**config.mk**
```make
export PLATFORM = sky130hd
export DESIGN_NAME = policy_select_queue_unit
export DESIGN_NICKNAME = d
export VERILOG_FILES = /design/src/hdl/psq_pkg.sv /design/src/hdl/psq_store.sv /design/src/hdl/psq_seq.sv /design/src/hdl/policy_select_queue_unit.sv
export SDC_FILE = /design/constraint.sdc
export NUM_CORES = 1
export LEC_CHECK = 0
export ABC_AREA = 1
export CELL_PAD_IN_SITES_DETAIL_PLACEMENT = 0
export CELL_PAD_IN_SITES_GLOBAL_PLACEMENT = 2
export CORE_ASPECT_RATIO = 1.2
export CORE_MARGIN = 5
export CORE_UTILIZATION = 43
export DETAILED_ROUTE_END_ITERATION = 8
export DONT_BUFFER_PORTS = 1
export GPL_ROUTABILITY_DRIVEN = 0
export PLACE_DENSITY_LB_ADDON = 0.1
export SYNTH_ARGS = -nofsm -noshare
export SYNTH_HDL_FRONTEND = slang
export SYNTH_HIERARCHICAL = 1
export SYNTH_SLANG_ARGS = --single-unit
```
**constraint.sdc**
```tcl
create_clock -name clk_i -period 4.35 [get_ports clk_i]
set_clock_uncertainty 0.1 [all_clocks]
set_input_delay 0.435 -clock clk_i [delete_from_list [all_inputs] [get_ports clk_i]]
set_output_delay 0.435 -clock clk_i [all_outputs]
set_load 0.01 [all_outputs]
```
**src/hdl/psq_pkg.sv**
```systemverilog
// Package for the policy select queue: item structs, status, policy and
// register codes, default sizes. No dependencies.
package psq_pkg;

  localparam int unsigned DepthDef = 16;
  localparam int unsigned DataWidthDef = 32;

  localparam int unsigned PRIO_W = 8;
  localparam int unsigned PAY_W = 32;
  localparam int unsigned OCC_W = 5;
  localparam int unsigned POL_W = 2;
  localparam int unsigned REG_IDX_W = 1;
  localparam int unsigned REG_DATA_W = 8;

  localparam logic [POL_W-1:0] POL_FIFO = 2'd0;
  localparam logic [POL_W-1:0] POL_LIFO = 2'd1;
  localparam logic [POL_W-1:0] POL_PRIO = 2'd2;

  localparam logic [REG_IDX_W-1:0] REG_POLICY = 1'b0;
  localparam logic [REG_IDX_W-1:0] REG_CEILING = 1'b1;

  localparam logic OP_PUSH = 1'b0;
  localparam logic OP_POP = 1'b1;

  typedef enum logic [1:0] {
    ST_PUSHED = 2'd0,
    ST_POPPED = 2'd1,
    ST_FULL = 2'd2,
    ST_EMPTY = 2'd3
  } status_e;

  typedef struct packed {
    logic                     operation;
    logic [PAY_W-1:0]         payload;
    logic signed [PRIO_W-1:0] entry_priority;
  } in_item_t;

  typedef struct packed {
    status_e          status;
    logic [PAY_W-1:0] popped_payload;
    logic [OCC_W-1:0] occupancy;
  } out_item_t;

endpackage

```
**src/hdl/psq_store.sv**
```systemverilog
// Entry store: payload and priority per slot, one write and one registered
// read port. Depends on psq_pkg for the priority width.
module psq_store #(
  parameter int unsigned DEPTH = psq_pkg::DepthDef,
  parameter int unsigned DATA_WIDTH = psq_pkg::DataWidthDef,
  localparam int unsigned IW = $clog2(DEPTH)
) (
  input  logic                             clk_i,
  input  logic                             we_i,
  input  logic [IW-1:0]                    waddr_i,
  input  logic [DATA_WIDTH-1:0]            wdata_i,
  input  logic signed [psq_pkg::PRIO_W-1:0] wprio_i,
  input  logic [IW-1:0]                    raddr_i,
  output logic [DATA_WIDTH-1:0]            rdata_o,
  output logic signed [psq_pkg::PRIO_W-1:0] rprio_o
);
  import psq_pkg::*;

  logic [DATA_WIDTH-1:0]     pay_mem [DEPTH];
  logic signed [PRIO_W-1:0]  prio_mem [DEPTH];
  logic [DATA_WIDTH-1:0]     rdata_q;
  logic signed [PRIO_W-1:0]  rprio_q;

  always_ff @(posedge clk_i) begin
    if (we_i) begin
      pay_mem[waddr_i] <= wdata_i;
      prio_mem[waddr_i] <= wprio_i;
    end
    rdata_q <= pay_mem[raddr_i];
    rprio_q <= prio_mem[raddr_i];
  end

  assign rdata_o = rdata_q;
  assign rprio_o = rprio_q;

endmodule

```
**src/hdl/psq_seq.sv**
```systemverilog
// Sequencer: one signed compare unit shared by the clamp and the priority
// scan, entry count, selection and compaction. Depends on psq_pkg.
module psq_seq #(
  parameter int unsigned DEPTH = psq_pkg::DepthDef,
  parameter int unsigned DATA_WIDTH = psq_pkg::DataWidthDef,
  localparam int unsigned IW = $clog2(DEPTH)
) (
  input  logic                              clk_i,
  input  logic                              rst_ni,
  input  logic                              item_valid_i,
  input  psq_pkg::in_item_t                 item_i,
  output logic                              item_ready_o,
  input  logic [psq_pkg::POL_W-1:0]         policy_i,
  input  logic signed [psq_pkg::PRIO_W-1:0] ceiling_i,
  output logic                              res_valid_o,
  input  logic                              res_taken_i,
  output psq_pkg::out_item_t                res_o,
  output logic                              mem_we_o,
  output logic [IW-1:0]                     mem_waddr_o,
  output logic [DATA_WIDTH-1:0]             mem_wdata_o,
  output logic signed [psq_pkg::PRIO_W-1:0] mem_wprio_o,
  output logic [IW-1:0]                     mem_raddr_o,
  input  logic [DATA_WIDTH-1:0]             mem_rdata_i,
  input  logic signed [psq_pkg::PRIO_W-1:0] mem_rprio_i
);
  import psq_pkg::*;

  localparam int unsigned CW = $clog2(DEPTH + 1);

  localparam logic [3:0] S_IDLE     = 4'd0;
  localparam logic [3:0] S_PUSH     = 4'd1;
  localparam logic [3:0] S_SCAN_RD  = 4'd2;
  localparam logic [3:0] S_SCAN_CMP = 4'd3;
  localparam logic [3:0] S_FETCH_RD = 4'd4;
  localparam logic [3:0] S_FETCH    = 4'd5;
  localparam logic [3:0] S_SHIFT_RD = 4'd6;
  localparam logic [3:0] S_SHIFT_WR = 4'd7;
  localparam logic [3:0] S_DONE     = 4'd8;

  logic [3:0]               state_q, state_d;
  logic [CW-1:0]            count_q, count_d;
  logic [CW-1:0]            idx_q, idx_d;
  logic [CW-1:0]            sel_q, sel_d;
  logic [CW-1:0]            idx_inc;
  logic signed [PRIO_W-1:0] best_q, best_d;
  logic [DATA_WIDTH-1:0]    pay_q, pay_d;
  logic signed [PRIO_W-1:0] prio_q, prio_d;
  logic [DATA_WIDTH-1:0]    popped_q, popped_d;
  status_e                  status_q, status_d;
  logic signed [PRIO_W-1:0] cmp_a, cmp_b;
  logic                     cmp_gt;

  assign idx_inc = idx_q + CW'(1);

  // shared compare unit
  always_comb begin
    if (state_q == S_PUSH) begin
      cmp_a = prio_q;
      cmp_b = ceiling_i;
    end else begin
      cmp_a = mem_rprio_i;
      cmp_b = best_q;
    end
  end
  assign cmp_gt = cmp_a > cmp_b;

  always_comb begin
    state_d = state_q;
    count_d = count_q;
    idx_d = idx_q;
    sel_d = sel_q;
    best_d = best_q;
    pay_d = pay_q;
    prio_d = prio_q;
    popped_d = popped_q;
    status_d = status_q;
    mem_we_o = 1'b0;
    mem_waddr_o = count_q[IW-1:0];
    mem_wdata_o = pay_q;
    mem_wprio_o = prio_q;
    mem_raddr_o = idx_q[IW-1:0];
    unique case (state_q)
      S_IDLE: begin
        if (item_valid_i) begin
          pay_d = DATA_WIDTH'(item_i.payload);
          prio_d = item_i.entry_priority;
          popped_d = '0;
          if (item_i.operation == OP_PUSH) begin
            if (count_q == CW'(DEPTH)) begin
              status_d = ST_FULL;
              state_d = S_DONE;
            end else begin
              state_d = S_PUSH;
            end
          end else if (count_q == '0) begin
            status_d = ST_EMPTY;
            state_d = S_DONE;
          end else if (policy_i == POL_PRIO) begin
            idx_d = '0;
            sel_d = '0;
            state_d = S_SCAN_RD;
          end else if (policy_i == POL_LIFO) begin
            sel_d = count_q - CW'(1);
            state_d = S_FETCH_RD;
          end else begin
            sel_d = '0;
            state_d = S_FETCH_RD;
          end
        end
      end
      S_PUSH: begin
        mem_we_o = 1'b1;
        mem_wprio_o = cmp_gt ? ceiling_i : prio_q;
        count_d = count_q + CW'(1);
        status_d = ST_PUSHED;
        state_d = S_DONE;
      end
      S_SCAN_RD: begin
        state_d = S_SCAN_CMP;
      end
      S_SCAN_CMP: begin
        if (idx_q == '0 || cmp_gt) begin
          best_d = mem_rprio_i;
          sel_d = idx_q;
        end
        idx_d = idx_inc;
        state_d = (idx_inc == count_q) ? S_FETCH_RD : S_SCAN_RD;
      end
      S_FETCH_RD: begin
        mem_raddr_o = sel_q[IW-1:0];
        state_d = S_FETCH;
      end
      S_FETCH: begin
        popped_d = mem_rdata_i;
        idx_d = sel_q;
        state_d = S_SHIFT_RD;
      end
      S_SHIFT_RD: begin
        if (idx_inc >= count_q) begin
          count_d = count_q - CW'(1);
          status_d = ST_POPPED;
          state_d = S_DONE;
        end else begin
          mem_raddr_o = idx_inc[IW-1:0];
          state_d = S_SHIFT_WR;
        end
      end
      S_SHIFT_WR: begin
        mem_we_o = 1'b1;
        mem_waddr_o = idx_q[IW-1:0];
        mem_wdata_o = mem_rdata_i;
        mem_wprio_o = mem_rprio_i;
        idx_d = idx_inc;
        state_d = S_SHIFT_RD;
      end
      S_DONE: begin
        if (res_taken_i) begin
          state_d = S_IDLE;
        end
      end
      default: begin
        state_d = S_IDLE;
      end
    endcase
  end

  always_ff @(posedge clk_i or negedge rst_ni) begin
    if (!rst_ni) begin
      state_q <= S_IDLE;
      count_q <= '0;
    end else begin
      state_q <= state_d;
      count_q <= count_d;
    end
  end

  always_ff @(posedge clk_i) begin
    idx_q <= idx_d;
    sel_q <= sel_d;
    best_q <= best_d;
    pay_q <= pay_d;
    prio_q <= prio_d;
    popped_q <= popped_d;
    status_q <= status_d;
  end

  assign item_ready_o = (state_q == S_IDLE);
  assign res_valid_o = (state_q == S_DONE);
  assign res_o.status = status_q;
  assign res_o.popped_payload = PAY_W'(popped_q);
  assign res_o.occupancy = OCC_W'(count_q);

  a_count_bound: assert property (@(posedge clk_i) disable iff (!rst_ni)
    count_q <= CW'(DEPTH))
    else $error("entry count beyond depth");

  a_write_state: assert property (@(posedge clk_i) disable iff (!rst_ni)
    mem_we_o |-> (state_q == S_PUSH || state_q == S_SHIFT_WR))
    else $error("store written outside push or shift");

  a_push_count: assert property (@(posedge clk_i) disable iff (!rst_ni)
    state_q == S_PUSH |=> count_q == $past(count_q) + CW'(1))
    else $error("push did not advance count");

  a_result_hold: assert property (@(posedge clk_i) disable iff (!rst_ni)
    (state_q == S_DONE && !res_taken_i) |=> (state_q == S_DONE && $stable(count_q)))
    else $error("result dropped before taken");

endmodule

```
**src/hdl/policy_select_queue_unit.sv**
```systemverilog
// Top level of the policy select queue: configuration registers, output
// register, sequencer and entry store. Depends on psq_pkg, psq_seq, psq_store.
//
//  channel | direction | handshake               | payload
//  in      | input     | in_valid_i / in_stall_o   | in_item_i  (psq_pkg::in_item_t)
//  out     | output    | out_valid_o / out_stall_i | out_item_o (psq_pkg::out_item_t)
//  cfg     | input     | cfg_we_i                  | cfg_idx_i, cfg_data_i
//
// Pop: reads slot s, the selected one of the n entries held, then shifts each
// entry above s down one slot; the priority policy first scans all n entries
// through the single store read port.
// Reset clears count, state, config and out_valid; the store needs no clearing pass.
// in_stall_o is high while an item is in work; a waiting result holds only
// the next finished result, not the next accept.
module policy_select_queue_unit #(
  parameter int unsigned DEPTH = psq_pkg::DepthDef,
  parameter int unsigned DATA_WIDTH = psq_pkg::DataWidthDef
) (
  input  logic                                clk_i,
  input  logic                                rst_ni,
  input  logic                                in_valid_i,
  output logic                                in_stall_o,
  input  psq_pkg::in_item_t                   in_item_i,
  output logic                                out_valid_o,
  input  logic                                out_stall_i,
  output psq_pkg::out_item_t                  out_item_o,
  input  logic                                cfg_we_i,
  input  logic [psq_pkg::REG_IDX_W-1:0]       cfg_idx_i,
  input  logic [psq_pkg::REG_DATA_W-1:0]      cfg_data_i
);
  import psq_pkg::*;

  localparam int unsigned IW = $clog2(DEPTH);

  logic [POL_W-1:0]          policy_q;
  logic signed [PRIO_W-1:0]  ceiling_q;
  logic                      out_valid_q;
  out_item_t                 out_item_q;
  logic                      item_ready;
  logic                      res_valid;
  logic                      res_taken;
  out_item_t                 res_item;
  logic                      mem_we;
  logic [IW-1:0]             mem_waddr;
  logic [DATA_WIDTH-1:0]     mem_wdata;
  logic signed [PRIO_W-1:0]  mem_wprio;
  logic [IW-1:0]             mem_raddr;
  logic [DATA_WIDTH-1:0]     mem_rdata;
  logic signed [PRIO_W-1:0]  mem_rprio;

  always_ff @(posedge clk_i or negedge rst_ni) begin
    if (!rst_ni) begin
      policy_q <= POL_FIFO;
      ceiling_q <= 8'sd127;
    end else if (cfg_we_i) begin
      unique case (cfg_idx_i)
        REG_POLICY:  policy_q <= cfg_data_i[POL_W-1:0];
        REG_CEILING: ceiling_q <= $signed(cfg_data_i[PRIO_W-1:0]);
        default: ;
      endcase
    end
  end

  assign res_taken = res_valid && (!out_valid_q || !out_stall_i);

  always_ff @(posedge clk_i or negedge rst_ni) begin
    if (!rst_ni) begin
      out_valid_q <= 1'b0;
    end else if (res_taken) begin
      out_valid_q <= 1'b1;
    end else if (!out_stall_i) begin
      out_valid_q <= 1'b0;
    end
  end

  always_ff @(posedge clk_i) begin
    if (res_taken) begin
      out_item_q <= res_item;
    end
  end

  psq_seq #(
    .DEPTH(DEPTH),
    .DATA_WIDTH(DATA_WIDTH)
  ) u_seq (
    .clk_i(clk_i),
    .rst_ni(rst_ni),
    .item_valid_i(in_valid_i),
    .item_i(in_item_i),
    .item_ready_o(item_ready),
    .policy_i(policy_q),
    .ceiling_i(ceiling_q),
    .res_valid_o(res_valid),
    .res_taken_i(res_taken),
    .res_o(res_item),
    .mem_we_o(mem_we),
    .mem_waddr_o(mem_waddr),
    .mem_wdata_o(mem_wdata),
    .mem_wprio_o(mem_wprio),
    .mem_raddr_o(mem_raddr),
    .mem_rdata_i(mem_rdata),
    .mem_rprio_i(mem_rprio)
  );

  psq_store #(
    .DEPTH(DEPTH),
    .DATA_WIDTH(DATA_WIDTH)
  ) u_store (
    .clk_i(clk_i),
    .we_i(mem_we),
    .waddr_i(mem_waddr),
    .wdata_i(mem_wdata),
    .wprio_i(mem_wprio),
    .raddr_i(mem_raddr),
    .rdata_o(mem_rdata),
    .rprio_o(mem_rprio)
  );

  assign in_stall_o = !item_ready;
  assign out_valid_o = out_valid_q;
  assign out_item_o = out_item_q;

endmodule
```
==> reports/qor.yml, run 1 <==
global_routing:
  grt_pass1_wl_um: 140000
  antenna_found_initial: 1
  grt_max_degree: 148
  overflow: 0
  grt_util_all_layers: 0.211
  first_global_vias: 22200
critical_path:
  cp.required_ns: 4.78
  timing.rr.end: "u_store/rdata_o[17]"
  cp_max_fo: 147
  cp.arrival_ns: 4.23
  crit_path_start_kind: "flop"
  cp_num_cells: 18
  ff2ff_path_depth: 18
  crit_path_end: "u_store/rdata_o[17]"
  r2r_start: "u_seq/idx_q[0]"
  setup.worst_path.start: "u_seq/idx_q[0]"
  slowest_delay_ns: 0.55
  cpLargestDelayFamily: "simple AND/OR/NAND/NOR gates"
  path_buf_inv: 3
  cp_cell_sequence: "ha_1 -> nand3_1 -> xor2_1 -> ha_1 -> nand2_1 -> nor2_1 -> nand2_1 -> o21ai_0 -> inv_1 -> nand4_4 -> o211ai_1 -> buf_4 -> buf_12 -> nand2_1 -> nand3_1 -> nand3_1 -> nand3_1 -> nand2_1"
  critPathKind: "reg2reg"
  ff2ff_setup_slack_ns: 0.55
  cp-end-kind: "flop"
  cpMaxStageDelayCell: "buf_12"
placement:
  dpl.hpwl_um: 48900
  io_buffer_count: 0
  place_inst: 4276
  dp_worst_setup_slack_ns: 0.580
synth:
  yosysTopAreaCell: "edfxtp_1"
  synth-xor-area-share: 0.00199
  synth_compound_area_frac: 0.0150
  synth_edf_count: 771
  syn_area_per_cell_um2: 10.7
  ys_ff_latch: 831
  synth_ff_type: "edfxtp_1"
  ys_seq_area_frac: 0.694
  synthCells: 3294
  yosysUniqueCellTypes: 38
  synth_area_mm2: 0.0352
  yosys.area_share.adder: 0.00604
  yosysWarnings: 6
  synth-simple-area-share: 0.192
  syn_nets: 3366
  synth_area_leaders: "edfxtp_1, nand2_1, nand3_1"
  synth_top_family_by_area: "simple AND/OR/NAND/NOR gates"
  synth_top_area_share: 0.657
  synth-async-reset-ratio: 0.0241
  synthMuxAreaShare: 0.000852
min_path:
  hold_path.class: "in2reg"
detailed_routing:
  ant_nets: 0
  vias: 22600
  vias_per_cell: 5.02
  drtPass1Iterations: 5
  wl_per_cell_um: 20.8
  drt_iter0_drc: 1785
  routed_wl_um: 93800
  route.detailed.drc: 0
clocking:
  cts_sinks: 831
  htree_levels: 3
  cts-buffers-inserted: 88
  clk_pin_slew_ns: 0.06
  clk_latency_ns: 0.67
  tritoncts: "yes"
  clock_path_buffers: 3
  cts-root-buf: "clkbuf_16"
flow_run:
  maxCapViolCount: 0
pwr:
  power_density_mw_per_mm2: 551
  ir_drop_mv: 0.367
  p_leak_nw: 16.9
sta:
  final.setup.tns_ns: 0
  setup_viol: 0
  rsz0062_at_grt: "false"
  worst_slew_pin_slew_ns: 1.13
  finalCriticalPeriod_ns: 3.80
  layout_setup_ws_ns: 0.550
  drv_slew: 0
  clock.fmax_ghz: 0.263
  period_share: 0.874
  max_slew_margin: 0.241
  hold_viol: 0
finish:
  nFillCells: 7264
  diodes: 0
  drive_gt1_frac: 0.0791
  regArea_mm2: 0.0245
  syn2layout_area_growth_pct: 14.4
  final-instance-count-excl-fill: 4506
  multi_input_area_mm2: 0.00778
  finalNetCount: 3452
floorplan:
  die_area_mm2: 0.0878
  num_rows: 115
  die_h_um: 324
  ios: 96
  die_x_um: 271
  coreArea_mm2: 0.0816
  start_util: 0.432
status:
  outcome: "finished clean"
==> timing repair <==
item | in CTS | in global routing
hold buffers | 67 | 0
resized for setup | 0 | 0
setup endpoints to repair | 0 | 0
buffers inserted | 0 | 0
hold endpoints to repair | 74 | 0
==> sequential cells by signal, indices dropped and copies added (netlist names), 8 cells and up <==
signal and flops:
ceiling_q 8, u_store/rprio_o 8, u_store/pay_mem 512, u_store/rdata_o 32, out_item_o 39, u_seq/prio_q 8, u_seq/popped_q 32, u_seq/best_q 8
u_seq/pay_q 32, u_store/prio_mem 128
==> power by group <==
| part | switching, mW | leakage, nW | internal [mW] |
|---|---|---|---|
| Sequential | 0.367 | 7.57 | 9.84 |
| Combinational | 3.32 | 7.93 | 1.30 |
| Clock | 3.15 | 1.41 | 4.22 |
| Total | 6.83 | 16.9 | 15.4 |
==> cell usage in the layout, fill, tap and decap left out, types with 6 or more instances in the layout <==
cell / count
nor2_1: 51
clkbuf_1: 20
clkinv_2: 24
inv_1: 572
clkbuf_16: 88
dfxtp_1: 40
edfxtp_1: 771
nand3_1: 523
dfrtp_1: 13
clkinv_1: 9
nand4_1: 8
o21ai_0: 43
ha_1: 17
dfstp_2: 7
dlygate4sd3_1: 67
xor2_1: 7
buf_12: 31
bufinv_16: 6
inv_2: 9
nand2_2: 8
nor2_4: 20
clkbuf_8: 6
o22ai_1: 8
o21ai_1: 21
a21oi_1: 11
nand2_1: 981
buf_4: 51
==> final cells by class <==
type	count	area share
clock buffer	114	0.0586
clock inverter	49	0.0124
inverter	584	0.0547
multi-input combinational	1726	0.193
sequential	831	0.607
tap	1053	0.0327
timing repair buffer	149	0.0415
==> synth_stat cells, drive strengths merged (2+ instances only) <==
cell,count
a32o,3
edfxtp,771
o211ai,2
dfstp,7
nand4,9
clkbuf,19
nor2,74
dfxtp,40
buf,134
o21bai,3
ha,17
o21ai,64
mux2i,3
nand3,527
o22ai,8
nand2,990
dfrtp,13
nor3,2
a21oi,12
inv,584
xor2,7
==> metal layers <==
layer  track usage  part of all wire  vias up  wire length, µm
li1              -                 -    10900                -
met1         0.283              0.45    11100            41900
met2         0.366              0.49      512            45700
met3        0.0292             0.045      117             4230
met4        0.0577             0.021        0             1980
met5             0                 0        -                0
==> worst min path at each step <==
stage	startpoint	to	slack, ns	cells past startpoint
2_1_floorplan	rst_ni	ceiling_q[7]	0.04	0
3_3_place_gp	rst_ni	u_seq/count_q[0]	0.04	0
3_5_place_dp	rst_ni	u_seq/count_q[0]	0.04	0
4_1_cts	out_stall_i	out_item_o[15]	0.06	1
5_1_grt	out_stall_i	out_item_o[11]	0.09	1
6_report	out_stall_i	out_item_o[9]	0.12	1
==> logic make-up (layout without fill, tap and decap cells) <==
group | after synthesis | in the layout
and+or+nand+nor | 1602 | 1602
xor gates and xnor gates | 8 | 8
muxes | 3 | 3
AOI/OAI and AO/OA | 96 | 96
DFF | 831 | 831
buffers and inverters | 737 | 896
adders and majority gates | 17 | 17
==> per-stage QoR <==
step                hold slack [ns]  total power [mW]  utilization  instance area [µm²]
floorplan                    0.0394              13.3            -                35200
global placement             0.0414              15.0        0.451                36800
detailed placement           0.0416              15.0        0.451                36800
CTS                          0.0596              22.5        0.494                40300
global route                 0.0905              23.3        0.494                40300
finish                        0.123              22.2        0.494                40300
Note: power is estimated with default switching activity, not from simulation.
==> inputs of run 2 (changes only) <==
- REMOVE_ABC_BUFFERS: unset -> 1
==> run 2 against run 1 <==
Worst hold slack worse by 0.068 ns. Core utilization up 0.43 points. Total power up 1.9%. Design area up 0.87%. Non-clock buffer count up 9. Critical path type unchanged. Largest power group unchanged.
==> reports/qor.yml, run 2 (synthesis results as in run 1) <==
pwr:
  p_leak_nw: 17.0
  finalPower_mw: 22.6
  power_density_mw_per_mm2: 556
  ir_drop_mv: 0.322
critical_path:
  cp.required_ns: 4.83
  r2r_start: "u_seq/idx_q[0]"
  cp.arrival_ns: 4.27
  cp_max_fo: 63
  ff2ff_path_depth: 21
  crit_top_cell: "nand2_1"
  slowest_delay_ns: 0.49
  ff2ff_setup_slack_ns: 0.56
  timing.rr.end: "u_store/rdata_o[17]"
  crit_path_start_kind: "flop"
  cp-end-kind: "flop"
  cpMaxStageDelayCell: "edfxtp_1"
  critPathKind: "reg2reg"
  cp_cell_sequence: "ha_1 -> nand3_1 -> xor2_1 -> ha_1 -> nand2_1 -> nor2_1 -> nand2_1 -> o21ai_0 -> inv_1 -> nand4_4 -> nand3_1 -> o211ai_1 -> buf_12 -> inv_8 -> buf_4 -> nand2_1 -> nand2_1 -> nand2_1 -> nand3_1 -> nand3_1 -> nand2_1"
clocking:
  cts-buffers-inserted: 90
  tritoncts: "yes"
  htree_levels: 3
  post_cts_buffers: 0
  cts-root-buf: "clkbuf_16"
  clock_path_buffers: 3
  clk_pin_slew_ns: 0.06
  clk_latency_ns: 0.65
  cts_sinks: 831
sta:
  max_slew_margin: 0.291
  setup_viol: 0
  hold_viol: 0
  period_share: 0.871
  drv_slew: 0
  clock.fmax_ghz: 0.264
  finalCriticalPeriod_ns: 3.79
  rsz0062_at_grt: "false"
  worst_slew_pin_slew_ns: 1.06
floorplan:
  die_h_um: 324
  die_area_mm2: 0.0878
  coreArea_mm2: 0.0816
  ios: 96
  num_rows: 115
  die_x_um: 271
  start_util: 0.432
status:
  outcome: "finished clean"
finish:
  finalNetCount: 3463
  final_cell_mix: "nand2_1, edfxtp_1, inv_1"
  final_common_cell: "nand2_1"
  syn2layout_area_growth_pct: 15.4
  final_util: 0.498
  regArea_mm2: 0.0245
  top_register: "u_store/pay_mem"
  largest_reg_flops: 512
  drive_gt1_frac: 0.0825
  multi_input_area_mm2: 0.00778
  nFillCells: 7239
min_path:
  hp-start: "in_valid_i"
  holdPathEnd: "u_seq/pay_q[5]"
  hold_path.class: "in2reg"
  whs_path_depth: 2
detailed_routing:
  drt_iter0_drc: 1651
  ant_nets: 0
  route.detailed.drc: 0
  drtPass1Iterations: 5
  vias_per_cell: 5.03
  wl_per_cell_um: 20.8
  routed_wl_um: 93900
  vias: 22700
global_routing:
  antenna_found_initial: 2
  grt_max_degree: 94
  grt_util_all_layers: 0.211
  overflow: 0
  grt_pass1_wl_um: 139000
  first_global_vias: 22000
placement:
  io_buffer_count: 0
  dpl.hpwl_um: 48100
flow_run:
  maxCapViolCount: 0
run 2: per-stage QoR:
stage / hold slack (ns) / setup WS [ns] / setup TNS [ns] / area (µm²) / std cells
after floorplan: 0.0394 / -16.36 / -653.75 / 34300 / 3141
after global placement: 0.0401 / 0.622 / 0 / 36900 / 4283
after detailed placement: 0.0402 / 0.589 / 0 / 36900 / 4283
after CTS: 0.0187 / 0.563 / 0 / 40600 / 4521
after global routing: 0.0489 / 0.278 / 0 / 40600 / 4522
final: 0.0547 / 0.560 / 0 / 40600 / 4522
run 2: worst max-delay path by stage:
stage,from,endpoint
2_1_floorplan,u_seq/idx_q[0],u_store/rdata_o[11]
4_1_cts,u_seq/idx_q[0],u_store/rdata_o[17]
5_1_grt,u_seq/idx_q[0],u_store/rdata_o[4]
3_5_place_dp,u_seq/idx_q[0],u_store/rdata_o[17]
6_report,u_seq/idx_q[0],u_store/rdata_o[17]
3_3_place_gp,u_seq/idx_q[0],u_store/rdata_o[17]
run 2: repair_timing:
item | in CTS | in global routing
hold buffers | 69 | 0
gates resized for setup | 0 | 0
hold endpoints to repair | 74 | 0
run 2: critical path, delay by kind of cell, from the launching register on:
family                     cells  cell delay [ns]
and+or+nand+nor               12             1.08
buffers and inverters          4             1.01
adders and majority gates      2             0.54
DFF                            1             0.49
AOI/OAI and AO/OA              2             0.22
xor gates and xnor gates       1             0.19
run 2: area by class of cell:
type                            count  share of cell area
Tap cell                         1053              0.0324
Antenna cell                        1           0.0000616
Clock inverter                     61              0.0163
Inverter                          584              0.0543
Clock buffer                      108              0.0584
Sequential cell                   831               0.602
Multi-Input combinational cell   1726               0.191
Timing Repair Buffer              158              0.0454
run 2: report_power, final:
| group | internal, mW | total (mW) | switching, mW |
|---|---|---|---|
| Sequential | 9.84 | 10.2 | 0.360 |
| Clock | 4.63 | 7.79 | 3.16 |
| Combinational | 1.32 | 4.63 | 3.32 |
| Total | 15.8 | 22.6 | 6.84 |
run 2: metal layers:
layer,vias up,track usage,routed length (µm)
li1,10900,-,-
met1,11200,0.281,41300
met2,523,0.365,46300
met3,123,0.0291,4220
met4,0,0.0600,2080
met5,-,0,0
